===== config.mk =====
export PLATFORM = sky130hd
export DESIGN_NAME = memory_bus_test_sequencer_top
export DESIGN_NICKNAME = d
export VERILOG_FILES = /design/src/mbts_pkg.sv /design/src/mbts_ctrl.sv /design/src/mbts_dp.sv /design/src/memory_bus_test_sequencer_top.sv
export SDC_FILE = /design/constraint.sdc
export NUM_CORES = 2
export LEC_CHECK = 0
export ABC_CLOCK_PERIOD_IN_PS = 16000
export BUFFER_PORTS_ARGS = -buffer_cell sky130_fd_sc_hd__clkbuf_2
export CAP_MARGIN = 20
export CORE_UTILIZATION = 45
export CTS_CLUSTER_SIZE = 12
export DETAILED_ROUTE_END_ITERATION = 10
export PLACE_DENSITY = 0.71
export SETUP_SLACK_MARGIN = 0.4
export SYNTH_ARGS = -nofsm -noshare
export SYNTH_HDL_FRONTEND = slang
export SYNTH_SLANG_ARGS = --single-unit

===== constraint.sdc =====
create_clock -name i_clk -period 16 [get_ports i_clk]
set_clock_uncertainty 0.05 [all_clocks]
set_input_delay 4 -clock i_clk [delete_from_list [all_inputs] [get_ports i_clk]]
set_output_delay 4 -clock i_clk [all_outputs]
set_load 0.03 [all_outputs]

===== src/mbts_pkg.sv =====
package mbts_pkg;

    localparam int ADDR_BITS = 30;
    localparam int OFF_W     = 31;

    localparam logic [31:0] PAT_A     = 32'hAAAA_AAAA;
    localparam logic [31:0] PAT_B     = 32'h5555_5555;
    localparam logic [31:0] HASH_MUL  = 32'h045D_9F3B;
    localparam logic [4:0]  SIZE_RST  = 5'd30;
    localparam logic [31:0] SEED_RST  = 32'hDEAD_BEEF;

    localparam logic [0:0] REG_SIZE = 1'b0;
    localparam logic [0:0] REG_SEED = 1'b1;

    localparam logic [1:0] K_WRITE = 2'd0;
    localparam logic [1:0] K_READ  = 2'd1;
    localparam logic [1:0] K_PASS  = 2'd2;
    localparam logic [1:0] K_FAIL  = 2'd3;

    localparam logic [1:0] ST_DATA  = 2'd0;
    localparam logic [1:0] ST_ADDR  = 2'd1;
    localparam logic [1:0] ST_SWEEP = 2'd2;

    typedef struct packed {
        logic        operation;
        logic [31:0] read_data;
    } t_in_word;

    typedef struct packed {
        logic [1:0]  command_kind;
        logic [29:0] byte_offset;
        logic [31:0] write_value;
        logic [1:0]  test_stage;
    } t_out_word;

    typedef enum logic [3:0] {
        PH_IDLE, PH_DB_WR, PH_DB_RD, PH_AB_FILL, PH_AB_W0, PH_AB_HI_RD, PH_AB_RST0,
        PH_AB_VW, PH_AB_V0RD, PH_AB_VRD, PH_AB_VRST, PH_SW_WR, PH_SW_RD
    } t_phase;

    typedef enum logic [2:0] {
        C_IDLE, C_WAIT, C_HASH1, C_HASH2, C_OUT
    } t_ctl_state;

    typedef struct packed {
        logic   load;
        logic   hash_go;
        logic   hash_stage2;
        logic   finish;
    } t_cmd;

endpackage


===== src/mbts_ctrl.sv =====
module mbts_ctrl import mbts_pkg::*; (
    input  logic      i_clk,
    input  logic      i_rst_n,
    input  logic      i_in_valid,
    output logic      o_in_ready,
    output logic      o_out_valid,
    input  logic      i_out_ready,
    input  logic      i_need_hash,
    output t_cmd      o_cmd
);
    t_ctl_state r_state, n_state;

    always_ff @(posedge i_clk) begin
        if (!i_rst_n) begin
            r_state <= C_IDLE;
        end else begin
            r_state <= n_state;
        end
    end

    always_comb begin
        n_state     = r_state;
        o_in_ready  = 1'b0;
        o_out_valid = 1'b0;
        o_cmd       = '0;
        unique case (r_state)
            C_IDLE: begin
                o_in_ready = 1'b1;
                if (i_in_valid) begin
                    o_cmd.load = 1'b1;
                    n_state    = C_WAIT;
                end
            end
            C_WAIT: begin
                if (i_need_hash) begin
                    o_cmd.hash_go = 1'b1;
                    n_state       = C_HASH1;
                end else begin
                    o_cmd.finish = 1'b1;
                    n_state      = C_OUT;
                end
            end
            C_HASH1: begin
                o_cmd.hash_stage2 = 1'b1;
                n_state           = C_HASH2;
            end
            C_HASH2: begin
                o_cmd.finish = 1'b1;
                n_state      = C_OUT;
            end
            C_OUT: begin
                o_out_valid = 1'b1;
                if (i_out_ready) begin
                    n_state = C_IDLE;
                end
            end
            default: n_state = C_IDLE;
        endcase
    end
endmodule


===== src/mbts_dp.sv =====
module mbts_dp import mbts_pkg::*; (
    input  logic        i_clk,
    input  logic        i_rst_n,
    input  t_cmd        i_cmd,
    input  t_in_word    i_in,
    input  logic [4:0]  i_size_log2,
    input  logic [31:0] i_seed,
    output logic        o_need_hash,
    output t_out_word   o_out
);
    t_phase      r_phase, n_phase;
    logic [31:0] r_walk, n_walk;
    logic [OFF_W-1:0] r_probe, n_probe, r_victim, n_victim;
    logic [31:0] r_sweep, n_sweep, r_exp, n_exp;
    logic [31:0] r_rd;
    logic        r_op;
    t_out_word   r_out, n_out;
    logic [31:0] r_hmul;
    logic [31:0] hsel, hxor;
    logic [OFF_W:0] size;
    logic [4:0]  e;
    logic [OFF_W:0] p2, p4, v2;
    logic        adv, big;
    logic [31:0] hres;

    assign e    = (i_size_log2 > 5'(ADDR_BITS)) ? 5'(ADDR_BITS) : i_size_log2;
    assign size = (OFF_W+1)'(1) << e;
    assign p2   = {r_probe, 1'b0};
    assign p4   = {1'b0, r_probe} + (OFF_W+1)'(4);
    assign v2   = {r_victim, 1'b0};
    assign big  = size > (OFF_W+1)'(4);
    assign adv  = r_op && (r_phase != PH_IDLE);

    // hash needed: sweep begin from address test, sweep write continue/switch, sweep read next
    always_comb begin
        o_need_hash = 1'b0;
        hsel        = i_seed;
        if (adv) begin
            unique case (r_phase)
                PH_AB_RST0: o_need_hash = !big;
                PH_AB_VRST: o_need_hash = !(v2 < size);
                PH_SW_WR: begin
                    o_need_hash = 1'b1;
                    hsel        = (p4 < size) ? r_sweep : i_seed;
                end
                PH_SW_RD: begin
                    o_need_hash = (r_rd == r_exp) && (p4 < size);
                    hsel        = r_exp;
                end
                default: o_need_hash = 1'b0;
            endcase
        end
    end

    assign hxor = (i_cmd.hash_stage2 ? r_hmul : hsel);

    always_ff @(posedge i_clk) begin
        if (i_cmd.hash_go || i_cmd.hash_stage2) begin
            r_hmul <= ((hxor >> 16) ^ hxor) * HASH_MUL;
        end
    end

    assign hres = (r_hmul >> 16) ^ r_hmul;

    function automatic t_out_word mk(logic [1:0] k, logic [OFF_W-1:0] off,
                                     logic [31:0] v, logic [1:0] s);
        t_out_word w;
        w.command_kind = k;
        w.byte_offset  = off[29:0];
        w.write_value  = (k == K_WRITE) ? v : 32'd0;
        w.test_stage   = s;
        return w;
    endfunction

    always_comb begin
        n_phase  = r_phase;
        n_walk   = r_walk;
        n_probe  = r_probe;
        n_victim = r_victim;
        n_sweep  = r_sweep;
        n_exp    = r_exp;
        n_out    = r_out;
        if (!adv) begin
            n_walk   = 32'd1;
            n_probe  = '0;
            n_victim = '0;
            n_phase  = PH_DB_WR;
            n_out    = mk(K_WRITE, '0, 32'd1, ST_DATA);
        end else begin
            unique case (r_phase)
                PH_DB_WR: begin
                    n_phase = PH_DB_RD;
                    n_out   = mk(K_READ, '0, '0, ST_DATA);
                end
                PH_DB_RD: begin
                    if (r_rd != r_walk) begin
                        n_phase = PH_IDLE;
                        n_out   = mk(K_FAIL, '0, '0, ST_DATA);
                    end else begin
                        n_walk = r_walk << 1;
                        if (r_walk[31]) begin
                            if (big) begin
                                n_probe = OFF_W'(4);
                                n_phase = PH_AB_FILL;
                                n_out   = mk(K_WRITE, OFF_W'(4), PAT_A, ST_ADDR);
                            end else begin
                                n_phase = PH_AB_W0;
                                n_out   = mk(K_WRITE, '0, PAT_B, ST_ADDR);
                            end
                        end else begin
                            n_phase = PH_DB_WR;
                            n_out   = mk(K_WRITE, '0, r_walk << 1, ST_DATA);
                        end
                    end
                end
                PH_AB_FILL: begin
                    n_probe = p2[OFF_W-1:0];
                    if (p2 < size) begin
                        n_out = mk(K_WRITE, p2[OFF_W-1:0], PAT_A, ST_ADDR);
                    end else begin
                        n_phase = PH_AB_W0;
                        n_out   = mk(K_WRITE, '0, PAT_B, ST_ADDR);
                    end
                end
                PH_AB_W0: begin
                    if (big) begin
                        n_probe = OFF_W'(4);
                        n_phase = PH_AB_HI_RD;
                        n_out   = mk(K_READ, OFF_W'(4), '0, ST_ADDR);
                    end else begin
                        n_phase = PH_AB_RST0;
                        n_out   = mk(K_WRITE, '0, PAT_A, ST_ADDR);
                    end
                end
                PH_AB_HI_RD: begin
                    if (r_rd != PAT_A) begin
                        n_phase = PH_IDLE;
                        n_out   = mk(K_FAIL, r_probe, '0, ST_ADDR);
                    end else begin
                        n_probe = p2[OFF_W-1:0];
                        if (p2 < size) begin
                            n_out = mk(K_READ, p2[OFF_W-1:0], '0, ST_ADDR);
                        end else begin
                            n_phase = PH_AB_RST0;
                            n_out   = mk(K_WRITE, '0, PAT_A, ST_ADDR);
                        end
                    end
                end
                PH_AB_RST0: begin
                    n_victim = OFF_W'(4);
                    if (big) begin
                        n_phase = PH_AB_VW;
                        n_out   = mk(K_WRITE, OFF_W'(4), PAT_B, ST_ADDR);
                    end else begin
                        n_probe = '0;
                        n_phase = PH_SW_WR;
                        n_out   = mk(K_WRITE, '0, hres, ST_SWEEP);
                        n_sweep = hres;
                    end
                end
                PH_AB_VW: begin
                    n_phase = PH_AB_V0RD;
                    n_out   = mk(K_READ, '0, '0, ST_ADDR);
                end
                PH_AB_V0RD: begin
                    if (r_rd != PAT_A) begin
                        n_phase = PH_IDLE;
                        n_out   = mk(K_FAIL, '0, '0, ST_ADDR);
                    end else begin
                        n_probe = OFF_W'(4);
                        n_phase = PH_AB_VRD;
                        n_out   = mk(K_READ, OFF_W'(4), '0, ST_ADDR);
                    end
                end
                PH_AB_VRD: begin
                    if (r_rd != PAT_A && r_probe != r_victim) begin
                        n_phase = PH_IDLE;
                        n_out   = mk(K_FAIL, r_probe, '0, ST_ADDR);
                    end else begin
                        n_probe = p2[OFF_W-1:0];
                        if (p2 < size) begin
                            n_out = mk(K_READ, p2[OFF_W-1:0], '0, ST_ADDR);
                        end else begin
                            n_phase = PH_AB_VRST;
                            n_out   = mk(K_WRITE, r_victim, PAT_A, ST_ADDR);
                        end
                    end
                end
                PH_AB_VRST: begin
                    n_victim = v2[OFF_W-1:0];
                    if (v2 < size) begin
                        n_phase = PH_AB_VW;
                        n_out   = mk(K_WRITE, v2[OFF_W-1:0], PAT_B, ST_ADDR);
                    end else begin
                        n_probe = '0;
                        n_phase = PH_SW_WR;
                        n_out   = mk(K_WRITE, '0, hres, ST_SWEEP);
                        n_sweep = hres;
                    end
                end
                PH_SW_WR: begin
                    if (p4 < size) begin
                        n_probe = p4[OFF_W-1:0];
                        n_sweep = hres;
                        n_out   = mk(K_WRITE, p4[OFF_W-1:0], hres, ST_SWEEP);
                    end else begin
                        n_probe = '0;
                        n_exp   = hres;
                        n_phase = PH_SW_RD;
                        n_out   = mk(K_READ, '0, '0, ST_SWEEP);
                    end
                end
                PH_SW_RD: begin
                    if (r_rd != r_exp) begin
                        n_phase = PH_IDLE;
                        n_out   = mk(K_FAIL, r_probe, '0, ST_SWEEP);
                    end else begin
                        n_probe = p4[OFF_W-1:0];
                        if (p4 < size) begin
                            n_exp = hres;
                            n_out = mk(K_READ, p4[OFF_W-1:0], '0, ST_SWEEP);
                        end else begin
                            n_phase = PH_IDLE;
                            n_out   = mk(K_PASS, '0, '0, ST_SWEEP);
                        end
                    end
                end
                default: begin
                    n_phase = PH_IDLE;
                    n_out   = mk(K_FAIL, '0, '0, ST_DATA);
                end
            endcase
        end
    end

    always_ff @(posedge i_clk) begin
        if (!i_rst_n) begin
            r_phase  <= PH_IDLE;
            r_walk   <= 32'd1;
            r_probe  <= '0;
            r_victim <= '0;
            r_sweep  <= '0;
            r_exp    <= '0;
        end else if (i_cmd.finish) begin
            r_phase  <= n_phase;
            r_walk   <= n_walk;
            r_probe  <= n_probe;
            r_victim <= n_victim;
            r_sweep  <= n_sweep;
            r_exp    <= n_exp;
        end
    end

    always_ff @(posedge i_clk) begin
        if (i_cmd.load) begin
            r_op <= i_in.operation;
            r_rd <= i_in.read_data;
        end
        if (i_cmd.finish) begin
            r_out <= n_out;
        end
    end

    assign o_out = r_out;
endmodule


===== src/memory_bus_test_sequencer_top.sv =====
// Memory self-test sequencer: a start word runs a walking-ones data bus test,
// an address bus test and a hashed pseudo-random sweep; each advance word
// carries the previous read data and yields one write, read, pass or fail word.
// The accepted word is registered, then the result is registered and offered, after
// the sweep hash (two chained constant multiplies, one per cycle) when it is needed;
// the next input word is taken in the cycle after the result leaves, and only one
// item is in flight at a time; an output stall holds the result and the input.
module memory_bus_test_sequencer_top import mbts_pkg::*; (
    input  logic        i_clk,
    input  logic        i_rst_n,
    input  logic        i_in_valid,
    output logic        o_in_ready,
    input  t_in_word    i_in_data,
    output logic        o_out_valid,
    input  logic        i_out_ready,
    output t_out_word   o_out_data,
    input  logic        psel,
    input  logic        penable,
    input  logic        pwrite,
    input  logic [2:0]  paddr,
    input  logic [31:0] pwdata,
    output logic [31:0] prdata,
    output logic        pready
);
    logic [4:0]  r_size_log2;
    logic [31:0] r_seed;
    t_cmd        cmd;
    logic        need_hash;

    assign pready = 1'b1;

    always_ff @(posedge i_clk) begin
        if (!i_rst_n) begin
            r_size_log2 <= SIZE_RST;
            r_seed      <= SEED_RST;
        end else if (psel && penable && pwrite && paddr[1:0] == 2'b00) begin
            if (paddr[2] == REG_SIZE) begin
                r_size_log2 <= pwdata[4:0];
            end else begin
                r_seed <= pwdata;
            end
        end
    end

    always_comb begin
        prdata = '0;
        if (paddr[1:0] == 2'b00) begin
            prdata = (paddr[2] == REG_SEED) ? r_seed : {27'd0, r_size_log2};
        end
    end

    mbts_ctrl u_ctrl (
        .i_clk       (i_clk),
        .i_rst_n     (i_rst_n),
        .i_in_valid  (i_in_valid),
        .o_in_ready  (o_in_ready),
        .o_out_valid (o_out_valid),
        .i_out_ready (i_out_ready),
        .i_need_hash (need_hash),
        .o_cmd       (cmd)
    );

    mbts_dp u_dp (
        .i_clk       (i_clk),
        .i_rst_n     (i_rst_n),
        .i_cmd       (cmd),
        .i_in        (i_in_data),
        .i_size_log2 (r_size_log2),
        .i_seed      (r_seed),
        .o_need_hash (need_hash),
        .o_out       (o_out_data)
    );
endmodule


After elaboration in Yosys (flattened, before gate mapping)
Cells that the tools add are included.
- register bits after elaboration: 333
- input bits: 75
- output and inout bits: 101
- word-level logic and storage cells: 175
- $add $sub $neg: 1
- multiply operators: 1
- order comparisons: 5
- equal/unequal tests: 46
- shifts and indexed selects: 1
- mux-type cells: 79
- bitwise gates (word level): 3
- reductions and logical operators: 23
- operator list (cell ; number):
    one-hot mux 66 bit (12 select lines) ; 1
    2-to-1 mux 32 bit ; 13
    2-to-1 mux 66 bit ; 6
    2-to-1 mux 31 bit ; 12
    one-hot mux 31 bit (10 select lines) ; 1
    2-to-1 mux 65 bit ; 4
    2-to-1 mux 64 bit ; 2
    one-hot mux 32 bit (2 select lines) ; 2
    2-to-1 mux 37 bit ; 3
    < comparator 32 bit ; 3
    one-hot mux 32 bit (3 select lines) ; 1
    != test 32 bit ; 2
    XOR 16 x 32 -> 32 bit ; 2
    one-hot mux 31 bit (2 select lines) ; 1
    2-to-1 mux 4 bit ; 13
    one-hot mux 4 bit (12 select lines) ; 1
    adder 31 x 3 -> 32 bit, second input constant ; 1
    == test 32 bit ; 1
    > comparator 32 x 3 -> 1 bit, second input constant ; 1
    multiplier 32 x 27 -> 32 bit, second input constant ; 1
    != test 32 bit, second input constant ; 1
    << shifter 1 x 5 -> 32 bit, first input constant ; 1
    != test 31 bit ; 1
    != test 3 bit, second input constant ; 10
    33 further kinds ; 75

Depth between registers and ports, before layout
- word-level depth: 10
- gate-level depth with buffers: 45
- gate-level depth less buffers: 42

Hierarchy
From an unflattened synthesis, not the netlist that was laid out.
- cells, all modules: 3156
- area total of the unflattened synthesis: 29125.4 sq um
- modules (own cells, without submodules) (module ; times used ; cells an instance ; area an instance (sq um) ; seq. area each (sq um)):
    mbts_dp ; 1 ; 2933 ; 27049.7 ; 7116.8
    memory_bus_test_sequencer_top ; 1 ; 207 ; 1911.8 ; 740.7
    mbts_ctrl ; 1 ; 16 ; 163.9 ; 60.1

Worst setup path before layout
No wires, ideal clock.
- path type: register to register
- start: register u_dp.r_probe[4]
- end: register u_dp.r_hmul[31] (data pin)
- setup time: 268 ps
- data arrival time: 10590 ps
- required time: 15682 ps
- setup slack: 5092 ps
- stages on the path, launching flop included: 45
- buffers on the path: 2
- clock period less this slack: 10908 ps
- path through: dfxtp_1 > clkbuf_1 > and3_1 > and3_1 > and2_1 > nand2_1 > nor3_1 > nand2_1 > xnor2_1 > ha_1 > a211oi_1 > o211ai_1 > o221ai_1 > o2111ai_1 > a211o_1 > buf_2 > nor2_1 > o31a_1 > [... 9 more ...] > inv_1 > fa_1 > inv_1 > fa_1 > fa_1 > inv_1 > fa_1 > inv_1 > ha_1 > a21o_1 > a21o_1 > a21o_1 > o21ai_0 > a31oi_1 > o41ai_1 > nor3_1 > a2111oi_0 > xnor3_1
- word-level cells in the longest chain between the ends: 8
- RTL lines (element ; RTL line ; RTL):
    start: declaration ; mbts_dp.sv:13 ; logic [OFF_W-1:0] r_probe, n_probe, r_victim, n_victim;
    start signal: assignment ; mbts_dp.sv:247 ; r_probe <= n_probe;
    adder 31 x 3 -> 32 bit ; mbts_dp.sv:29 ; assign p4 = {1'b0, r_probe} + (OFF_W+1)'(4);
    < comparator 32 bit ; mbts_dp.sv:44 ; hsel = (p4 < size) ? r_sweep : i_seed;
    2-to-1 mux 32 bit ; mbts_dp.sv:44 ;
    one-hot mux 32 bit (2 select lines) ; mbts_dp.sv:39 ; unique case (r_phase)
    2-to-1 mux 32 bit ; mbts_dp.sv:38 ; if (adv) begin
    2-to-1 mux 32 bit ; mbts_dp.sv:55 ; assign hxor = (i_cmd.hash_stage2 ? r_hmul : hsel);
    XOR 16 x 32 -> 32 bit ; mbts_dp.sv:59 ; r_hmul <= ((hxor >> 16) ^ hxor) * HASH_MUL;
    multiplier 32 x 27 -> 32 bit ; mbts_dp.sv:59 ;
    end signal: assignment ; mbts_dp.sv:59 ;
    end: declaration ; mbts_dp.sv:18 ; logic [31:0] r_hmul;
Every way passes these cells.
A chain may end at the register's enable or synchronous reset.

Worst setup path in the final report
Same ends and word-level chain as after synthesis.

==> key figures <==
Timing
  – Final period utilization: 83.2%
  – Setup TNS: 0 ns
  – # setup viols final: 0
  – Minimum clock period: 13.31 ns
  – Max-slew violations: 0
  – Worst-Margin Slew: 1.18 ns
  – RSZ-0062 raised after global routing: false
  – Hold Vio Cnt, Final: 0
  – Slew HR: 19.4%
  – Max Fclk: 75.1 MHz

Logic synthesis
  – Post-synth top area cell: fa_1
  – Synth async-reset ratio: 0%
  – Synthesis Warnings: 0
  – Avg Cell Area, Syn: ~9.5 um^2
  – Cell Area, Synth: 0.0279 mm^2
  – Mapped Cells: 2923
  – Commonest cells in the netlist: inv_1 (413), nand2_1 (360), ha_1 (251)
  – Combinational family with the most area after synthesis: adder cells
  – Compound-gate portion of the synthesized area: roughly an eighth
  – Top cell type's share of synthesized area: 14.9%
  – Sequential share of the synthesized area: 28.4%
  – Main flop type after synthesis: dfxtp_1
  – Count of distinct cell types in the synthesized netlist: 87
  – Largest cells by area after synthesis: fa_1 (15%), dfxtp_1 (14%), edfxtp_1 (14%), ha_1 (11%), inv_1 (5.6%)
  – Most frequent cell after synthesis: inv_1
  – Xor and xnor area share after synthesis: 7.50%
  – Post-synth EDFFs: between 100 and 150
  – Synth Area in Simple Gates: 11.2%
  – Post-Synth Adder-Cell Area: 26.1%
  – Mux cell area share after synthesis: 5.53%
  – Yosys reg bits: 330

Route
  – Antenna Nets Post-Route: 0
  – DRT Pass-1 Iters: 10
  – WL per Instance: 23.3 um
  – Routed WL: 89.5 mm
  – # DRC: 0
  – Vias after detailed routing: 22514
  – DRT iter0 DRCs: ~2600
  – Via/cell ratio: 5.85

Global route
  – Largest net degree at the start of global routing: 67
  – Total gr overflow: 0
  – First-pass GRT wire length: 136 mm
  – Tot GR Track Use: 28.3%
  – Vias in the first global route: 21862
  – Initial antenna violation count: 3

Run
  – Max-cap viol count: 0

Critical path
  – R2R depth: 41
  – Critical Path Fanout Max: 31
  – WP data arrival: 13.57 ns
  – Critical Path Max Stage Delay: 0.87 ns
  – Crit path from: u_dp.r_probe[4]
  – Reg2reg setup slack: 2.69 ns
  – CP max-delay cell: nor4_1
  – R2r endpoint: u_dp.r_hmul[31]
  – Most frequent CP cell: inv_1
  – R2r startpoint: u_dp.r_probe[4]
  – Kind of critical path: reg -> reg
  – CP endpoint: u_dp.r_hmul[31]
  – Crit. End Element: register
  – Worst setup SP type: register
  – Req. time, crit path: 16.26 ns

Pwr
  – Static Leak: 14.2 nW
  – Pwr per Cell Area: 116 mW/mm^2
  – Worst IR drop on VDD: 0.162 mV

Layout
  – Final design utilization: approximately 51%
  – Layout cell share with drive strength beyond 1: 10.4%
  – Fillers: 5641
  – Nets: 3564
  – Area grow syn2layout: 10.3%
  – Footprint of the multi-input gates: between 0.015 and 0.02 mm^2
  – Seq. cell area: 0.00792 mm^2

Clock tree
  – TritonCTS sink count: 330
  – TritonCTS buffer count: 40
  – PostCTS Resize Cnt: 0
  – Worst skew pair latency: 0.57 ns
  – CTS tree: done
  – H-tree depth: 2
  – Clock transition at path regs: 0.06 ns
  – Root Driver: clkbuf_16
  – CTS Buffer Depth: 3
  – Hold buffer count at CTS: 0
  – Post-CTS Setup Inserts: 0

Placed design
  – Post-DP HPWL: 69.9 mm
  – Final Wtd Congestion: between 1 and 1.5
  – I/O Buffers: 174

Floorplanning
  – Core footprint: 0.0608 mm^2
  – Std cell rows: 90
  – Initial Util: 45.9%
  – Die X: 251 um
  – Die height: 251 um
  – Die Area: ~0.063 mm^2
  – # IOs: 176

Hold path
  – Worst hold-check path type: reg -> reg

Run status
  – Status: finished, final reports clean
## stage by stage
step	power (W)	setup WS [ns]	cell area, um^2	hold slack (ns)	cells
after floorplan	0.00222	5.09	27900	0.384	2926
after global placement	0.00262	3.33	29400	0.393	3768
after detailed placement	0.00264	3.06	29500	0.397	3769
after CTS	0.00356	2.99	30800	0.409	3843
after global routing	0.00378	2.07	30800	0.427	3845
final	0.00356	2.69	30800	0.412	3846
## routing by layer
metal | share of wire [%] | track usage, %
met3 | 10 | 4.84
met1 | 41 | 39.0
met5 | 0 | 0
met4 | 3.7 | 10.5
met2 | 45 | 44.6
## worst max-delay path: cells and delay by family, from the launching register on
family / cells / cell delay [ns]
fa+ha+maj: 9 / 3.78
compound gates: 10 / 3.33
simple gates: 11 / 3.11
xor+xnor: 4 / 1.27
buf+inv: 7 / 0.94
flops: 1 / 0.55
## worst min-delay path by stage
stage	to	start	cells after the start	slack, ns
floorplan	u_dp.r_sweep[19]	u_dp.r_sweep[19]	2	0.38
CTS	u_dp.r_sweep[17]	u_dp.r_sweep[17]	2	0.41
global route	u_dp.r_sweep[6]	u_dp.r_sweep[6]	2	0.43
global placement	u_dp.r_sweep[2]	u_dp.r_sweep[2]	2	0.39
detailed placement	u_dp.r_sweep[1]	u_dp.r_sweep[1]	2	0.40
finish	u_dp.r_sweep[30]	u_dp.r_sweep[30]	2	0.41
## logic make-up after synthesis
| group | count (synthesis) |
|---|---|
| adders and majority gates | 458 |
| muxes | 153 |
| DFF | 330 |
| buffers and inverters | 565 |
| other | 2 |
| xor gates and xnor gates | 234 |
| AOI/OAI and AO/OA | 509 |
| and+or+nand+nor | 672 |
## final cells by class
type / instances / share of cell area, %
timing repair buffer: 212 / 3.85
sequential: 330 / 25.7
clock buffer: 55 / 3.74
clock inverter: 19 / 0.480
inverter: 416 / 5.07
multi-input combinational: 2031 / 57.9
antenna: 1 / 0.00813
tap: 782 / 3.18
## cells in the final DEF (no fill, tap or decap), drive strengths merged, types with 43 or more instances in the layout
cell type	Yosys	routed
edfxtp	131	131
a21oi	94	94
ha	251	251
mux2i	153	153
fa	207	207
clkbuf	108	228
nand4	43	43
nand3	48	48
a22oi	52	52
a22o	93	93
xnor2	140	140
a21o	54	54
o21ai	69	69
inv	415	419
dfxtp	199	199
nor2	81	81
xor2	93	93
nand2	360	360
## registers in the layout (all words and copies together) (netlist names)
name            cells
u_dp.r_op           1
u_dp.o_out         66
r_size_log2         5
u_dp.r_hmul        32
u_dp.r_exp         32
u_dp.r_walk        32
u_dp.r_probe       30
u_ctrl.r_state      3
u_dp.r_phase        4
u_dp.r_sweep       32
u_dp.r_rd          32
r_seed             32
u_dp.r_victim      29
## power by group
group	leakage [nW]	switching (W)	total, W	internal, W
Combinational	10.7	0.000970	0.00166	0.000689
Sequential	2.82	0.0000158	0.000993	0.000977
Clock	0.640	0.000386	0.000911	0.000525
Total	14.2	0.00137	0.00356	0.00219
Power figures use the tool's default switching activity.
